**src/rtl/cslc_pkg.sv**
```systemverilog
package cslc_pkg;

  localparam int DEFAULT_COUNT_WIDTH = 32;

  // Field widths of the result word.
  localparam int OUT_W   = 32;
  localparam int PCT_W   = 7;
  localparam int FIELD_W = 6 * OUT_W + 2 * PCT_W;
  localparam int TDATA_W = ((FIELD_W + 7) / 8) * 8;

  localparam int BYTE_W = 8;
  localparam int PREV_W = BYTE_W + 1;

  // Previous-byte marker after reset or after a file ends; it matches no byte.
  localparam logic [PREV_W-1:0] NO_BYTE = 9'h100;

  localparam logic [BYTE_W-1:0] CH_STAR    = 8'h2A;
  localparam logic [BYTE_W-1:0] CH_SLASH   = 8'h2F;
  localparam logic [BYTE_W-1:0] CH_NEWLINE = 8'h0A;
  localparam logic [BYTE_W-1:0] CH_TAB     = 8'h09;
  localparam logic [BYTE_W-1:0] CH_VTAB    = 8'h0B;
  localparam logic [BYTE_W-1:0] CH_BSPACE  = 8'h08;
  localparam logic [BYTE_W-1:0] CH_CR      = 8'h0D;
  localparam logic [BYTE_W-1:0] CH_FF      = 8'h0C;
  localparam logic [BYTE_W-1:0] CH_BELL    = 8'h07;
  localparam logic [BYTE_W-1:0] CH_SPACE   = 8'h20;

  localparam logic [PCT_W-1:0] PCT_MAX = 7'd100;

  function automatic logic is_white(input logic [BYTE_W-1:0] b);
    return (b == CH_TAB) || (b == CH_VTAB) || (b == CH_BSPACE) || (b == CH_CR) ||
           (b == CH_FF) || (b == CH_BELL) || (b == CH_SPACE) || (b == CH_NEWLINE);
  endfunction

endpackage

```
**src/rtl/c_source_line_counter_top.sv**
```systemverilog
// Byte words are taken one per cycle while s_tready is high and produce no result word.
// An end word starts one shared restoring divider that yields one quotient bit a cycle
// and runs three divisions in turn. s_tready is low from the end word until its result
// is loaded into the output register, and the result then waits there for m_tready.
// rst is synchronous and active high; it clears all byte and line counters, modes and m_tvalid.
module c_source_line_counter_top #(
  parameter int COUNT_WIDTH = cslc_pkg::DEFAULT_COUNT_WIDTH
) (
  input  logic                         clk,
  input  logic                         rst,
  input  logic                         s_tvalid,
  output logic                         s_tready,
  // char_byte[7:0]
  input  logic [cslc_pkg::BYTE_W-1:0]  s_tdata,
  // end_marker
  input  logic                         s_tuser,
  output logic                         m_tvalid,
  input  logic                         m_tready,
  // code_lines[31:0], blank_lines[63:32], code_bytes[95:64], white_bytes[127:96],
  // comment_bytes[159:128], avg_line_bytes[191:160], code_percent[198:192],
  // code_percent_no_comment[205:199], zero fill[207:206]
  output logic [cslc_pkg::TDATA_W-1:0] m_tdata
);

  localparam int CW    = COUNT_WIDTH;
  localparam int NW    = CW + 7;        // numerator: code bytes times 100
  localparam int DW    = CW + 2;        // denominator: sum of three counters
  localparam int CNT_W = $clog2(NW);
  localparam int OW    = cslc_pkg::OUT_W;
  localparam int PW    = cslc_pkg::PCT_W;

  typedef enum logic [2:0] {S_RUN, S_PREP, S_LOAD, S_DIV, S_DONE} state_t;
  typedef enum logic [1:0] {SEL_AVG, SEL_PCT, SEL_PCT_NC} sel_t;

  state_t state;
  sel_t   div_sel;

  logic [cslc_pkg::PREV_W-1:0] prev_byte;
  logic                        in_comment;
  logic                        line_has_code;
  logic [CW-1:0]               code_lines;
  logic [CW-1:0]               blank_lines;
  logic [CW-1:0]               code_bytes;
  logic [CW-1:0]               white_bytes;
  logic [CW-1:0]               comment_bytes;

  logic                        in_comment_next;
  logic                        line_has_code_next;
  logic [CW-1:0]               code_lines_next;
  logic [CW-1:0]               blank_lines_next;
  logic [CW-1:0]               code_bytes_next;
  logic [CW-1:0]               white_bytes_next;
  logic [CW-1:0]               comment_bytes_next;

  logic [NW-1:0]               c100;
  logic [DW-1:0]               total;
  logic [DW-1:0]               code_white;

  logic [NW-1:0]               num;
  logic [DW-1:0]               den;
  logic [DW-1:0]               rem;
  logic [CNT_W-1:0]            step;

  logic [OW-1:0]               avg_res;
  logic [PW-1:0]               pct_res;
  logic [PW-1:0]               pct_nc_res;

  logic [DW:0]                 trial;
  logic                        fits;
  logic [DW:0]                 diff;
  logic [NW-1:0]               quo_next;
  logic [NW-1:0]               quo_final;

  logic [cslc_pkg::BYTE_W-1:0] b;
  logic                        in_fire;
  logic                        is_slash_prev;
  logic                        is_star_prev;

  assign s_tready = (state == S_RUN);
  assign in_fire  = s_tvalid && s_tready;
  assign b        = s_tdata;

  assign is_slash_prev = (prev_byte == {1'b0, cslc_pkg::CH_SLASH});
  assign is_star_prev  = (prev_byte == {1'b0, cslc_pkg::CH_STAR});

  // Byte classification; counters saturate at all ones, the take-back at zero.
  always_comb begin
    in_comment_next    = in_comment;
    line_has_code_next = line_has_code;
    code_lines_next    = code_lines;
    blank_lines_next   = blank_lines;
    code_bytes_next    = code_bytes;
    white_bytes_next   = white_bytes;
    comment_bytes_next = comment_bytes;
    if (!in_comment) begin
      if (b == cslc_pkg::CH_STAR && is_slash_prev) begin
        in_comment_next = 1'b1;
        if (code_bytes != '0) begin
          code_bytes_next = code_bytes - CW'(1);
        end
      end else if (cslc_pkg::is_white(b)) begin
        if (b == cslc_pkg::CH_NEWLINE) begin
          if (line_has_code) begin
            line_has_code_next = 1'b0;
            if (!(&code_lines)) begin
              code_lines_next = code_lines + CW'(1);
            end
          end else if (!(&blank_lines)) begin
            blank_lines_next = blank_lines + CW'(1);
          end
        end
        if (!(&white_bytes)) begin
          white_bytes_next = white_bytes + CW'(1);
        end
      end else begin
        line_has_code_next = 1'b1;
        if (!(&code_bytes)) begin
          code_bytes_next = code_bytes + CW'(1);
        end
      end
    end else begin
      if (b == cslc_pkg::CH_SLASH && is_star_prev) begin
        in_comment_next = 1'b0;
      end else if (!(&comment_bytes)) begin
        comment_bytes_next = comment_bytes + CW'(1);
      end
    end
  end

  // One restoring step: bring down the next numerator bit and try a subtract.
  always_comb begin
    trial     = {rem, num[NW-1]};
    diff      = trial - {1'b0, den};
    fits      = (trial >= {1'b0, den});
    quo_next  = {num[NW-2:0], fits};
    quo_final = (den == '0) ? '0 : quo_next;
  end

  always_ff @(posedge clk) begin
    if (rst) begin
      state         <= S_RUN;
      div_sel       <= SEL_AVG;
      prev_byte     <= cslc_pkg::NO_BYTE;
      in_comment    <= 1'b0;
      line_has_code <= 1'b0;
      code_lines    <= '0;
      blank_lines   <= '0;
      code_bytes    <= '0;
      white_bytes   <= '0;
      comment_bytes <= '0;
      m_tvalid      <= 1'b0;
    end else begin
      // In S_DONE a taken result is replaced by the new one below.
      if (m_tvalid && m_tready && state != S_DONE) begin
        m_tvalid <= 1'b0;
      end
      case (state)
        S_RUN: begin
          if (in_fire) begin
            if (s_tuser) begin
              state <= S_PREP;
            end else begin
              prev_byte     <= {1'b0, b};
              in_comment    <= in_comment_next;
              line_has_code <= line_has_code_next;
              code_lines    <= code_lines_next;
              blank_lines   <= blank_lines_next;
              code_bytes    <= code_bytes_next;
              white_bytes   <= white_bytes_next;
              comment_bytes <= comment_bytes_next;
            end
          end
        end
        S_PREP: begin
          // Times 100 as 64 + 32 + 4.
          c100       <= (NW'(code_bytes) << 6) + (NW'(code_bytes) << 5) +
                        (NW'(code_bytes) << 2);
          total      <= DW'(code_bytes) + DW'(white_bytes) + DW'(comment_bytes);
          code_white <= DW'(code_bytes) + DW'(white_bytes);
          div_sel    <= SEL_AVG;
          state      <= S_LOAD;
        end
        S_LOAD: begin
          rem  <= '0;
          step <= '0;
          case (div_sel)
            SEL_AVG: begin
              num <= NW'(code_bytes);
              den <= DW'(code_lines);
            end
            SEL_PCT: begin
              num <= c100;
              den <= total;
            end
            SEL_PCT_NC: begin
              num <= c100;
              den <= code_white;
            end
            default: begin
              num <= c100;
              den <= code_white;
            end
          endcase
          state <= S_DIV;
        end
        S_DIV: begin
          num  <= quo_next;
          rem  <= fits ? diff[DW-1:0] : trial[DW-1:0];
          step <= step + CNT_W'(1);
          if (step == CNT_W'(NW - 1)) begin
            case (div_sel)
              SEL_AVG: begin
                avg_res <= OW'(quo_final);
                div_sel <= SEL_PCT;
                state   <= S_LOAD;
              end
              SEL_PCT: begin
                pct_res <= PW'(quo_final);
                div_sel <= SEL_PCT_NC;
                state   <= S_LOAD;
              end
              default: begin
                pct_nc_res <= PW'(quo_final);
                state      <= S_DONE;
              end
            endcase
          end
        end
        S_DONE: begin
          // Wait for the output register to free up, then start the next file.
          if (!m_tvalid || m_tready) begin
            m_tdata       <= {(cslc_pkg::TDATA_W - cslc_pkg::FIELD_W)'(0), pct_nc_res,
                              pct_res, avg_res, OW'(comment_bytes), OW'(white_bytes),
                              OW'(code_bytes), OW'(blank_lines), OW'(code_lines)};
            m_tvalid      <= 1'b1;
            prev_byte     <= cslc_pkg::NO_BYTE;
            in_comment    <= 1'b0;
            line_has_code <= 1'b0;
            code_lines    <= '0;
            blank_lines   <= '0;
            code_bytes    <= '0;
            white_bytes   <= '0;
            comment_bytes <= '0;
            state         <= S_RUN;
          end
        end
        default: begin
          state <= S_RUN;
        end
      endcase
    end
  end

`ifndef SYNTH
  a_end_drops_ready: assert property (@(posedge clk) disable iff (rst)
    (s_tvalid && s_tready && s_tuser) |=> !s_tready)
    else $error("ready stayed high after an end word");

  a_comment_keeps_line_flag: assert property (@(posedge clk) disable iff (rst)
    (state == S_RUN && in_comment) |=> (line_has_code == $past(line_has_code)))
    else $error("line flag changed inside a comment");

  a_rem_below_den: assert property (@(posedge clk) disable iff (rst)
    (state == S_DIV && den != '0) |-> (rem < den))
    else $error("divider remainder not below divisor");

  a_pct_range: assert property (@(posedge clk) disable iff (rst)
    m_tvalid |-> (m_tdata[6*OW+PW-1:6*OW] <= cslc_pkg::PCT_MAX &&
                  m_tdata[6*OW+2*PW-1:6*OW+PW] <= cslc_pkg::PCT_MAX))
    else $error("code percentage above 100");
`endif

endmodule
```
**config.mk**
```make
export PLATFORM = sky130hd
export DESIGN_NAME = c_source_line_counter_top
export DESIGN_NICKNAME = d
export VERILOG_FILES = /design/src/rtl/cslc_pkg.sv /design/src/rtl/c_source_line_counter_top.sv
export SDC_FILE = /design/constraint.sdc
export NUM_CORES = 1
export LEC_CHECK = 0
export BUFFER_PORTS_ARGS = -buffer_cell sky130_fd_sc_hd__buf_4
export CAP_MARGIN = 20
export CORE_MARGIN = 1
export CORE_UTILIZATION = 40
export DETAILED_ROUTE_END_ITERATION = 7
export GPL_ROUTABILITY_DRIVEN = 0
export GPL_TIMING_DRIVEN = 0
export PLACE_DENSITY_LB_ADDON = 0.2
export SLEW_MARGIN = 20
export SYNTH_ARGS = -nofsm -noshare
export SYNTH_HDL_FRONTEND = slang
export SYNTH_SLANG_ARGS = --single-unit
export TNS_END_PERCENT = 100
```
**constraint.sdc**
```tcl
create_clock -name clk -period 20.5 [get_ports clk]
set_input_delay 6.15 -clock clk [delete_from_list [all_inputs] [get_ports clk]]
set_output_delay 6.15 -clock clk [all_outputs]
set_load 0.02 [all_outputs]
```
==> flow_metrics.tcl <==
set metrics [dict create \
    status "complete, no violations" \
    cts_resized 0 \
    ys_seq_area_share_pct 53.25 \
    cts.sinks 646 \
    period_share_pct 50.50 \
    ctsHtreeMaxLevel 3 \
    irDropWorstVdd_uv 63.36 \
    r2r_start "code_bytes[1]$_SDFFE_PP0P_" \
    cp_slowest_cell "nor4_1" \
    drc 0 \
    path_clk_slew_ns 0.06 \
    crit_path_end_kind "flop" \
    drtIter0Drc 1529 \
    layout.nets 3604 \
    antenna_found_initial 2 \
    yosysMostFrequentCell "edfxtp_1" \
    cts_buffers 73 \
    critPathKind "input port to flop" \
    setup_viol 0 \
    cp_cell_sequence "buf_4 > nor4_1 > nand2_1 > inv_1 > buf_8 > ha_1 > clkbuf_1 > a211oi_1 > inv_1 > o31ai_1 > nor3_1 > nor3_1 > nor3_1 > a221oi_1 > xnor2_1 > nand3b_1 > a31oi_1" \
    synth_edf_count 469 \
    synth_top_area_share_pct 42.55 \
    root_buffer "clkbuf_16" \
    fp.dieH_um 289.7 \
    rr_endpoint "total[30]$_DFFE_PP_" \
    dr.pass1.iters 5 \
    drive_gt1_share_pct 12.61 \
    synthFlopType "edfxtp_1" \
    cp_common_cell "nor3_1" \
    postSynthCellCount 3022 \
    grt-ovfl-total 0 \
    pwr_density_cell_nw_per_um2 75.84 \
    hold_viol 0 \
    max_slew_margin_pct 26.44 \
    slew_violations 0 \
    drv_cap 0 \
    rsz0062_at_grt "false" \
    critical-path-max-stage-delay_ns 0.82 \
    hp-class "flop to flop" \
    worst_slack_ns 10.15 \
    path_delay_family "simple AND/OR/NAND/NOR gates" \
    dieArea_um2 83910 \
    num_rows 105 \
    vias 23720 \
    grt_max_degree 32 \
    die_w_um 289.7 \
    finalSetupTns_ns 0 \
    worst-path-buf-inv 5 \
    utilization_pct 47.74 \
    grt_pass1_wl_um 133700 \
    cts_setup_buffers 0 \
    placed_cells 4352 \
    wl_per_cell_um 19.69 \
    clock_path_buffers 3 \
    port_buffers 220 \
    routed_wl_um 88380 \
    start_util_pct 40.38 \
    avgSynthCellArea_um2 10.95 \
    crit_end "code_bytes[31]$_SDFFE_PP0P_" \
    synthTopCellsByArea "edfxtp_1, dfxtp_1, ha_1" \
    synthArstFlopShare_pct 0 \
    ant_nets 0 \
    coreArea_um2 81980 \
    p_leak_nw 15.05 \
    cts_tree "yes" \
    yosysWarnings 0 \
    dp_slack_ns 9.215 \
    cts_hold_buf 0 \
    grt_pass1_vias 22393 \
    synth.distinct_cells 85 \
    area_growth_pct 18.23 \
    rr_worst_depth 20 \
    vias_per_cell 5.285 \
    start_kind "input port" \
    arrival_ns 10.90 \
    finClkSkew_ns 0.02100 \
    r2r_slack_ns 14.34 \
    hold_depth 0 \
    critPathMaxFanout 22 \
    place_hpwl_um 66720 \
    min_period_ns 10.35 \
    syn-cell-area_um2 33100 \
    max_freq_mhz 96.59 \
    yosys-top-cells-count "edfxtp_1, nor2_1, nand2_1, ha_1, a21oi_1" \
    globalRouteTotalUtil_pct 20.91 \
    ios 223 \
    clkLatencyLatePin_ns 0.63 \
    worst-endpoint-required_ns 21.05 \
    crit_start "s_tdata[2]" \
    synth_top_cell_by_area "edfxtp_1" \
    fin_cells 4488 \
    worst_pin_slew_ns 1.103 \
    path_depth 17 \
    ys_ff_latch 646 \
    diodes 0 \
]
[cells by family (layout without fill, tap and decap cells)]
logic type	after synthesis	after routing	share of synthesized area, %
other	1	2	0.01133
AOI/OAI and AO/OA	606	606	11.53
DFF	646	646	53.25
xor gates and xnor gates	247	247	6.536
adders and majority gates	233	233	9.556
muxes	57	57	1.724
and+or+nand+nor	1012	1012	14.73
buffers and inverters	220	615	2.657
[how the worst min path moves through the flow]
stage | from | end | slack (ns)
after global routing | avg_res[27]$_SDFFCE_PP0P_ | m_tdata[187]$_DFFE_PP_ | 0.43
after detailed placement | pct_res[3]$_DFFE_PP_ | m_tdata[195]$_DFFE_PP_ | 0.40
final | avg_res[20]$_SDFFCE_PP0P_ | m_tdata[180]$_DFFE_PP_ | 0.42
after global placement | pct_res[1]$_DFFE_PP_ | m_tdata[193]$_DFFE_PP_ | 0.40
after floorplan | avg_res[0]$_DFFE_PP_ | m_tdata[160]$_DFFE_PP_ | 0.40
after CTS | pct_nc_res[3]$_DFFE_PP_ | m_tdata[202]$_DFFE_PP_ | 0.41
[cell type report]
| type | count | area [um2] |
|---|---|---|
| flip-flops and latches | 646 | 17630 |
| clock buffers | 92 | 1989 |
| multi-input cells | 2157 | 14640 |
| fillers | 7557 | 42840 |
| plain buffers | 93 | 404.1 |
| repair buffers | 260 | 2113 |
| clock inverters | 43 | 541.8 |
| well taps | 1070 | 1339 |
| inverters | 127 | 476.7 |
[placed cells by master (no fill, tap or decap), drive strengths merged, types with 49 or more instances in the layout]
| cell | n |
|---|---|
| edfxtp | 469 |
| nor3 | 57 |
| nand2 | 254 |
| dfxtp | 177 |
| ha | 200 |
| xnor2 | 130 |
| a31oi | 52 |
| xor2 | 117 |
| inv | 133 |
| a21oi | 188 |
| o21ai | 134 |
| mux2i | 57 |
| buf | 278 |
| nand3 | 95 |
| a21o | 62 |
| nor2b | 49 |
| nor2 | 328 |
| clkbuf | 167 |
| nand4 | 51 |
[sequential cells by signal, summed over array words and instances, names as in the netlist]
register       flops
pct_res            7
code_lines        32
code_white        33
step               6
pct_nc_res         7
white_bytes       32
den               34
state              3
m_tvalid           1
div_sel            2
comment_bytes     32
prev_byte          9
rem               34
m_tdata          206
code_bytes        32
line_has_code      1
total             34
c100              37
avg_res           32
blank_lines       32
num               39
in_comment         1
[metal layers]
layer,vias to the layer above,global-route usage [%],wire [um]
met5,-,0,12
met4,2,7.382,2725
met3,133,2.920,4610
met2,655,32.21,38650
met1,11245,30.02,42380
li1,11685,-,-
[metrics by stage]
step	power, W	hold WS (ns)	instance area [um2]
after floorplan	0.001575	0.4003	33100
after CTS	0.002999	0.4148	39120
after global routing	0.003063	0.4251	39130
final	0.002968	0.4155	39130
after detailed placement	0.001622	0.4045	36590
after global placement	0.001627	0.4029	36090
[power by group]
group          leakage (nW)  switching [W]  total [W]  internal [W]
sequential             5.47      0.0000152    0.00144       0.00142
clock                  1.21       0.000561    0.00137      0.000812
combinational          8.36       0.000101   0.000156     0.0000541
[worst reg2reg max path, cell delays in order (launching register included)]
cell      delay [ns]
dfxtp_1         0.76
ha_1            0.36
a211oi_1        0.31
o21ai_0         0.16
o211a_1         0.20
or4_1           0.47
a21boi_0        0.29
o21ai_1         0.18
a31o_2          0.29
xor2_1          0.43
ha_1            0.41
a21o_1          0.22
a21oi_1         0.14
o21bai_1        0.10
a21o_1          0.19
a21oi_1         0.14
o21a_1          0.20
o21ai_0         0.17
a41oi_1         0.49
nor3_1          0.08
a311o_1         0.31
Power figures use the tool's default switching activity.
